==> config.mk <==
export PLATFORM = sky130hd
export DESIGN_NAME = cmg_ram
export DESIGN_NICKNAME = d
export VERILOG_FILES = /design/src/sv/chunk_maze_generator_defines.svh /design/src/sv/cmg_ram.sv
export SDC_FILE = /design/constraint.sdc
export NUM_CORES = 1
export LEC_CHECK = 0
export BUFFER_PORTS_ARGS = -buffer_cell sky130_fd_sc_hd__buf_2
export CAP_MARGIN = 0
export CORE_ASPECT_RATIO = 1.5
export CORE_UTILIZATION = 45
export CTS_BUF_LIST = sky130_fd_sc_hd__clkbuf_2 sky130_fd_sc_hd__clkbuf_4 sky130_fd_sc_hd__clkbuf_8
export CTS_CLUSTER_SIZE = 25
export DETAILED_ROUTE_END_ITERATION = 10
export PLACE_DENSITY = 0.62
export SLEW_MARGIN = 20
export SYNTH_ARGS = -nofsm -noshare
export SYNTH_HDL_FRONTEND = slang
export SYNTH_SLANG_ARGS = --single-unit
==> constraint.sdc <==
create_clock -name clk_i -period 2.2 [get_ports clk_i]
set_input_delay 0.22 -clock clk_i [delete_from_list [all_inputs] [get_ports clk_i]]
set_output_delay 0.22 -clock clk_i [all_outputs]
set_load 0.01 [all_outputs]
==> src/sv/chunk_maze_generator_defines.svh <==
// assertion macros for the chunk maze generator
// no dependencies
`ifndef CHUNK_MAZE_GENERATOR_DEFINES_SVH
`define CHUNK_MAZE_GENERATOR_DEFINES_SVH
`define CMG_ASSERT_IMP(label, clk, rstn, a, c) \
  label: assert property (@(posedge clk) disable iff (!rstn) (a) |-> (c)) \
    else $error("check failed");
`define CMG_ASSERT_NXT(label, clk, rstn, a, c) \
  label: assert property (@(posedge clk) disable iff (!rstn) (a) |=> (c)) \
    else $error("check failed");
`endif

==> src/sv/cmg_ram.sv <==
// generic single-port ram with registered read
// no dependencies
module cmg_ram #(
  parameter int unsigned Width = 8,
  parameter int unsigned Depth = 16
) (
  input  logic                     clk_i,
  input  logic                     we_i,
  input  logic [$clog2(Depth)-1:0] addr_i,
  input  logic [Width-1:0]         wdata_i,
  output logic [Width-1:0]         rdata_o
);
  logic [Width-1:0] mem_q [Depth];
  always_ff @(posedge clk_i) begin
    if (we_i) begin
      mem_q[addr_i] <= wdata_i;
    end
    rdata_o <= mem_q[addr_i];
  end
endmodule

==> impl_metrics.env <==
export IMPL_rows=47
export IMPL_min_path_cells=1
export IMPL_die_y_microns=132
export IMPL_numPortBuffers=21
export IMPL_powerDensity_nw_per_um2=863
export IMPL_yosysMostFrequentCell="edfxtp_1"
export IMPL_hold_ws_ns=0.174
export IMPL_tns_ns=0
export IMPL_clkTransAtPathRegs_ns=0.07
export IMPL_max_slew_margin_rel=0.377
export IMPL_worstMarginPinSlew_ns=0.931
export IMPL_use_met3=0.0670
export IMPL_fp_coreArea_sq_um=11000
export IMPL_die_w_microns=88.6
export IMPL_hp_class="primary input to flop"
export IMPL_firstDrtPassIters=6
export IMPL_cap_violations=0
export IMPL_dominantRegCellSynth="edfxtp_1"
export IMPL_area_growth_pct=14.8
export IMPL_crit_type="primary input to flop"
export IMPL_fmax_ghz=0.715
export IMPL_final_area_sq_um=5820
export IMPL_crit_path_top_delay_cell="nor3_1"
export IMPL_start_util=0.461
export IMPL_drc=0
export IMPL_synth_area_leaders="edfxtp_1, mux4_2, dfxtp_1"
export IMPL_drt_initial_drc_count=208
export IMPL_root_buffer="clkbuf_8"
export IMPL_grt_overflow=0
export IMPL_seq_area_frac_synth=0.790
export IMPL_h_tree_depth=4
export IMPL_vdd_drop_max_v=0.000387
export IMPL_clock_sinks=136
export IMPL_nNetsFinal=294
export IMPL_grt_pass1_vias=2586
export IMPL_max_stage_delay_ns=0.60
export IMPL_ys_ff_latch=136
export IMPL_leakagePower_nw=1.91
export IMPL_top_usage_layer="met2"
export IMPL_worst_setup_path_start_kind="primary input"
export IMPL_final_hold_violation_count=0
export IMPL_postLayoutCoreUtil=0.529
export IMPL_crit_path_frequent_cell="buf_4"
export IMPL_status="complete, no violations"
export IMPL_ys_warn_count=0
export IMPL_ff2ff_setup_slack_ns=0.82
export IMPL_synth_area_sq_um=5070
export IMPL_grt_usage=0.189
export IMPL_syn_inst=230
export IMPL_synthTopCellsByCount="edfxtp_1, mux4_2, a22oi_1"
export IMPL_synth_edf_count=128
export IMPL_final_antenna_net_count=0
export IMPL_post_drt_via_cell_ratio=5.29
export IMPL_crit_fanout=11
export IMPL_required_ns=2.33
export IMPL_grt_met2_usage=0.305
export IMPL_clockBufferDepth=2
export IMPL_grt_pass1_wl_microns=14700
export IMPL_syn_area_per_cell_sq_um=22.0
export IMPL_wl_microns=9540
export IMPL_synth_nets=244
export IMPL_grt_max_degree=17
export IMPL_tritoncts="done"
export IMPL_rsz0062_at_grt="false"
export IMPL_crit_path_end_kind="flop"
export IMPL_period_minus_slack_ns=1.40
export IMPL_grtUsageMet1=0.225
export IMPL_antenna_found_initial=0
export IMPL_die_area_sq_um=11700
export IMPL_fin_total_pwr_mw=5.02
export IMPL_cts_hold_buf=0
export IMPL_vias=2326
export IMPL_crit_arrival_ns=1.53
export IMPL_gp_congestion=0.803
export IMPL_setup_violations=0
export IMPL_clk_latency_ns=0.42
export IMPL_drive_gt1_frac=0.365
export IMPL_wl_per_cell_microns=21.7
export IMPL_period_share=0.635
export IMPL_synth_cell_type_count=18
export IMPL_hpwl_microns=6170
export IMPL_finalClockSkew_ns=0.0108
export IMPL_synth_top_area_frac=0.759
export IMPL_cts_buffers=17
export IMPL_async_flop_share=0
export IMPL_place_area_sq_um=5450
export IMPL_crit_chain="buf_2 > buf_4 > nor3_1 > buf_4"
export IMPL_cts_resized=0
export IMPL_cts_setup_buffers=0
export IMPL_antenna_cells=0
export IMPL_synth_largest_area_cell="edfxtp_1"
export IMPL_reg2reg_depth=3
export IMPL_slew_viol_final=0
export IMPL_num_io_pins=22
## power breakdown
group / total [mW] / internal [mW] / switching [mW]
Combinational: 0.271 / 0.115 / 0.156
Sequential: 2.91 / 2.89 / 0.0143
Clock: 1.84 / 0.974 / 0.865
## cells in the final DEF (no fill, tap or decap), drive strengths merged
| cell | instances |
|---|---|
| and2 | 1 |
| clkbuf | 23 |
| mux4 | 32 |
| a22oi | 16 |
| edfxtp | 128 |
| nand2b | 2 |
| nor3 | 4 |
| or3b | 1 |
| nor2b | 2 |
| bufinv | 1 |
| nand2 | 9 |
| dfxtp | 8 |
| nand3 | 1 |
| nand3b | 2 |
| buf | 42 |
| nor2 | 13 |
| clkinv | 5 |
| clkinvlp | 3 |
## final cells by class
| class | instances | area, sq um |
|---|---|---|
| fill | 893 | 5180 |
| sequential | 136 | 4000 |
| multi-input combinational | 83 | 1000 |
| clock buffer | 23 | 285 |
| timing repair buffer | 42 | 263 |
| tap | 147 | 184 |
| clock inverter | 9 | 77.6 |
## logic make-up (layout without fill, tap and decap cells)
logic type / Yosys count / after routing / synth area share
buf+inv: 11 / 74 / 0.0119
mux: 32 / 32 / 0.142
flops: 136 / 136 / 0.790
compound gates: 16 / 16 / 0.0237
simple gates: 35 / 35 / 0.0321
## stage by stage
stage          setup slack, ns  std cells
5_1_grt                  0.771        440
2_1_floorplan            0.487        230
4_1_cts                  0.817        440
6_report                 0.802        440
3_3_place_gp             0.399        408
3_5_place_dp             0.339        408
## registers in the layout (all words and copies together) (netlist names)
name / count
mem_q: 128
rdata_o: 8
## metal layers
metal	routed length, microns	up-vias
met2	5210	68
li1	-	1060
met1	3760	1184
met5	0	-
met4	251	0
met3	325	14
## path summary, 6_finish.rpt
| path | start | endpoint |
|---|---|---|
| max | addr_i[1] | mem_q[4][5]$_DFFE_PP_ |
| min | wdata_i[0] | mem_q[10][0]$_DFFE_PP_ |
| max reg2reg | mem_q[2][2]$_DFFE_PP_ | rdata_o[2]$_DFF_P_ |
| min reg2reg | mem_q[15][7]$_DFFE_PP_ | rdata_o[7]$_DFF_P_ |
## critical path: cells and delay by family
family | cells | cell delay [ns]
simple gates | 1 | 0.60
buf+inv | 3 | 0.71
Power figures use the tool's default switching activity.
