## config.mk

```make
export PLATFORM = sky130hd
export DESIGN_NAME = cmg_mac
export DESIGN_NICKNAME = d
export VERILOG_FILES = /design/src/sv/chunk_maze_generator_defines.svh /design/src/sv/cmg_pkg.sv /design/src/sv/cmg_mac.sv
export SDC_FILE = /design/constraint.sdc
export NUM_CORES = 2
export LEC_CHECK = 0
export BUFFER_PORTS_ARGS = -buffer_cell sky130_fd_sc_hd__buf_4
export CORE_MARGIN = 2
export CORE_UTILIZATION = 30
export CTS_BUF_LIST = sky130_fd_sc_hd__clkbuf_4 sky130_fd_sc_hd__clkbuf_8 sky130_fd_sc_hd__clkbuf_16
export DETAILED_ROUTE_END_ITERATION = 6
export PLACE_DENSITY = 0.43
export SYNTH_ARGS = -nofsm -noshare
export SYNTH_HDL_FRONTEND = slang
export SYNTH_SLANG_ARGS = --single-unit
```

## constraint.sdc

```tcl
create_clock -name clk_i -period 19.57 [get_ports clk_i]
set_input_delay 3.914 -clock clk_i [delete_from_list [all_inputs] [get_ports clk_i]]
set_output_delay 3.914 -clock clk_i [all_outputs]
set_load 0.05 [all_outputs]
```

## src/sv/chunk_maze_generator_defines.svh

```systemverilog
// assertion macros for the chunk maze generator
// no dependencies
`ifndef CHUNK_MAZE_GENERATOR_DEFINES_SVH
`define CHUNK_MAZE_GENERATOR_DEFINES_SVH
`define CMG_ASSERT_IMP(label, clk, rstn, a, c) \
  label: assert property (@(posedge clk) disable iff (!rstn) (a) |-> (c)) \
    else $error("check failed");
`define CMG_ASSERT_NXT(label, clk, rstn, a, c) \
  label: assert property (@(posedge clk) disable iff (!rstn) (a) |=> (c)) \
    else $error("check failed");
`endif

```

## src/sv/cmg_pkg.sv

```systemverilog
// shared types and constants for the chunk maze generator
// no dependencies
package cmg_pkg;
  localparam int unsigned GridSizeDef = 21;
  localparam int unsigned GatePosDef  = 10;
  localparam logic [31:0] LcgMul  = 32'd1664525;
  localparam logic [31:0] LcgAdd  = 32'd1013904223;
  localparam logic [31:0] YMul    = 32'd22695477;
  localparam logic [31:0] SeedMul = 32'd2654435761;

  typedef struct packed {
    logic signed [31:0] chunk_x;
    logic signed [31:0] chunk_y;
  } in_beat_t;

  typedef struct packed {
    logic [4:0]  row_index;
    logic [20:0] row_bits;
    logic        last_row;
  } out_beat_t;

  typedef enum logic [3:0] {
    StIdle, StSeedX, StSeedY, StSeedMix, StFill, StPush,
    StDraw, StTry, StOut
  } state_e;

  typedef enum logic [1:0] {
    MulLcg, MulX, MulY, MulSeed
  } mul_op_e;

  typedef enum logic [1:0] {
    DirUp = 2'd0, DirDown = 2'd1, DirLeft = 2'd2, DirRight = 2'd3
  } dir_e;
endpackage

```

## src/sv/cmg_mac.sv

```systemverilog
// shared 32-bit multiply-add unit, one registered product per cycle
// depends on cmg_pkg
module cmg_mac import cmg_pkg::*; (
  input  logic        clk_i,
  input  mul_op_e     op_i,
  input  logic [31:0] a_i,
  output logic [31:0] p_o
);
  logic [31:0] m_d;
  always_comb begin
    unique case (op_i)
      MulLcg:  m_d = a_i * LcgMul + LcgAdd;
      MulX:    m_d = a_i * LcgMul + LcgAdd;
      MulY:    m_d = a_i * YMul + 32'd1;
      MulSeed: m_d = a_i * SeedMul;
      default: m_d = '0;
    endcase
  end
  always_ff @(posedge clk_i) begin
    p_o <= m_d;
  end
endmodule

```

==> summary.md <==
| Metric | Value |
|---|---|
| Num ports | 67 |
| Critical Path Sink Type | flop |
| Initial drt markers | 895 |
| WHS Path Cells | 3 |
| Yosys reg bits | 32 |
| Total track usage | 21.3% |
| Top cell type by total area after synthesis | fa_1 |
| Post-synth cell types | 74 |
| Via/cell ratio | 4.67 |
| Largest Register | p_o |
| Die width | 286 µm |
| Tightest slew margin relative to the limit | 11.7% |
| Slowest CP cell | o21ai_0 |
| Worst path required time | 19.76 ns |
| EDFF count, synth | 0 |
| Initial antenna violation count | 0 |
| Final wirelength | 84100 µm |
| Largest net degree at the start of global routing | 48 |
| Worst EP arrival | 11.39 ns |
| Post-synthesis sequential area ratio | 2.68% |
| Status | complete, no violations |
| Initial Utilization | 30.3% |
| Layout Utilization | 32.7% |
| Routability congestion estimate | 0.952 |
| Max FFs per register | 32 |
| I/O Buffers | 66 |
| Synthesized instance count | 2475 |
| Crit-path max FO | 16 |
| Vias after detailed routing | 16800 |
| Synth Warn # | 0 |
| Max-cap viol count | 0 |
| CP peak stage delay | 1.00 ns |
| CTS sink count | 32 |
| Share of cells above drive strength 1 | 4.33% |
| Residual DRC | 0 |
| Avg Cell Area, Syn | 9.64 µm² |
| Share of the synthesized area in the top cell type | 42.1% |
| CTS tree | built |
| Worst hold endpoint | p_o[3]$_DFF_P_ |
| Clock transition at path regs | 0.07 ns |
| Setup crit start kind | input pin |
| H-tree depth | 2 |
| Hold WC Path Type | in2reg |
| Finished Cell Area | 25800 µm² |
| Detailed Routing Iterations Pass 1 | 7 |
| DIE AREA | 81800 µm² |
| # rows | 103 |
| Cells after DPL | 3582 |
| Global-route wire length before repair | 125000 µm |
| Unrepaired setup endpoints after global routing | false |
| HP Start | a_i[3] |
| Synth top area cells | fa_1 42%, ha_1 24%, inv_1 13% |
| Min Clock Period, post-route | 11.20 ns |
| Mapped Nets | 3479 |
| Vias in the first global route | 18900 |
| Slew Viols, Final | 0 |
| Final non-filler cell total | 3590 |
| Root Buffer | clkbuf_16 |
| Post_cts resized | 0 |
| Setup CP Type | in2reg |
| Placed inst area | 25600 µm² |
| Die H | 286 µm |
| Hold Buf Count CTS | 0 |
| Async SR Flop Fraction | 0% |
| Ys flop type | dfxtp_1 |
| Final setup viols | 0 |
| Setup TNS | 0 ns |
| Final ANT Viol Nets | 0 |
| Area Overhead vs Synth | 8.10% |
| Post-DP HPWL | 73600 µm |
| Post-CTS setup buffers | 0 |
| Final net count | 3543 |
| Fmax | 89.3 MHz |
| DR WL/cell | 23.4 µm |
| Fin crit share | 57.2% |
| Endpoints failing hold | 0 |
| GRT overflow | 0 |
| Cts bufs inserted | 5 |
| Biggest regs | p_o x32 |
| Largest buffer count on any clock path | 2 |
| Slew of the pin with the lowest slew margin | 1.31 ns |
| Diodes inserted | 0 |
| Mapped Area | 23900 µm² |
| CP Launch Point | a_i[6] |
| Core Area | 78900 µm² |
how the worst max path moves through the flow:
stage	endpoint	cells past startpoint
floorplan	p_o[31]$_DFF_P_	24
global placement	p_o[30]$_DFF_P_	26
detailed placement	p_o[30]$_DFF_P_	26
CTS	p_o[30]$_DFF_P_	26
global route	p_o[30]$_DFF_P_	26
finish	p_o[30]$_DFF_P_	26
worst max-delay path: cells and delay by family:
kind	cells	cell delay [ns]
AOI/OAI and AO/OA	5	1.70
and+or+nand+nor	3	0.59
buffers and inverters	9	0.93
adders and majority gates	9	4.21
Yosys cell counts (3+ instances only):
library cell    n
nor2b_1         8
a211oi_1       13
nand2b_1       13
o211a_1         3
o21ai_0        49
a21boi_0        3
o31ai_1         3
or2_2           8
a211o_1         3
buf_1           3
o211ai_1       14
o21ai_1        12
buf_6           3
and3_1          4
inv_1         845
nand3_1        14
a211oi_2        4
a21oi_1        67
xnor2_1       101
or3_1           8
o21bai_1        8
dfxtp_1        32
xor2_1         41
o21a_1         12
a31oi_1         7
a21o_1         22
o2111ai_1       3
nand2_1        62
a21oi_2         3
nand4_1         5
mux2i_1         7
clkbuf_1        5
nor3_1         17
nor2_1         52
ha_1          467
fa_1          502
cell families after synthesis:
family	after synthesis	share of synthesized area (%)
adder cells (fa/ha/maj)	969	66.6
buffers and inverters	859	13.6
AO/OA/AOI/OAI	261	7.43
AND/OR/NAND/NOR	202	4.01
XOR/XNOR	142	5.21
flip-flops	32	2.68
multiplexers	10	0.435
per-stage QoR:
step / setup slack [ns] / hold slack (ns)
final: 8.37 / 4.10
after global routing: 8.03 / 4.11
after CTS: 8.38 / 4.09
after detailed placement: 8.07 / 4.37
after global placement: 8.08 / 4.36
after floorplan: 9.61 / 4.11
metal layers:
layer  part of all wire (%)  wire, µm  up-vias  track usage [%]
met3                    4.6      3870       69             2.15
li1                       -         -     7629                -
met1                     45     37600     8680             29.1
met5                      0         0        -                0
met2                     47     39600      396             35.6
met4                    3.5      2950        0             6.27
cell type report:
class	instances	area (µm²)
Fill cell	8339	53100
Multi-Input combinational cell	1584	20000
Inverter	845	3170
Tap cell	1050	1310
Sequential cell	32	641
Timing Repair Buffer	71	533
Clock buffer	5	125
Clock inverter	3	42.5
cell usage in the layout (no fill, tap or decap), types with 3 or more instances in the layout:
| cell | count |
|---|---|
| o31ai_1 | 3 |
| a21o_1 | 22 |
| dfxtp_1 | 32 |
| or2_2 | 8 |
| a211o_1 | 3 |
| inv_1 | 845 |
| nor2b_1 | 8 |
| o21bai_1 | 8 |
| o21ai_1 | 12 |
| a211oi_1 | 13 |
| a21boi_0 | 3 |
| ha_1 | 467 |
| nand2_1 | 62 |
| xnor2_1 | 101 |
| buf_4 | 71 |
| a21oi_1 | 67 |
| nand4_1 | 5 |
| mux2i_1 | 7 |
| clkbuf_16 | 5 |
| nand3_1 | 14 |
| and3_1 | 4 |
| fa_1 | 502 |
| o2111ai_1 | 3 |
| o21ai_0 | 49 |
| o21a_1 | 12 |
| nor2_1 | 52 |
| a211oi_2 | 4 |
| o211ai_1 | 14 |
| xor2_1 | 41 |
| or3_1 | 8 |
| a31oi_1 | 7 |
| nor3_1 | 17 |
| a21oi_2 | 3 |
| o211a_1 | 3 |
| nand2b_1 | 13 |
Power is not shown: default switching activity piles up to over one toggle a cycle in this logic, so the estimate is an artifact.
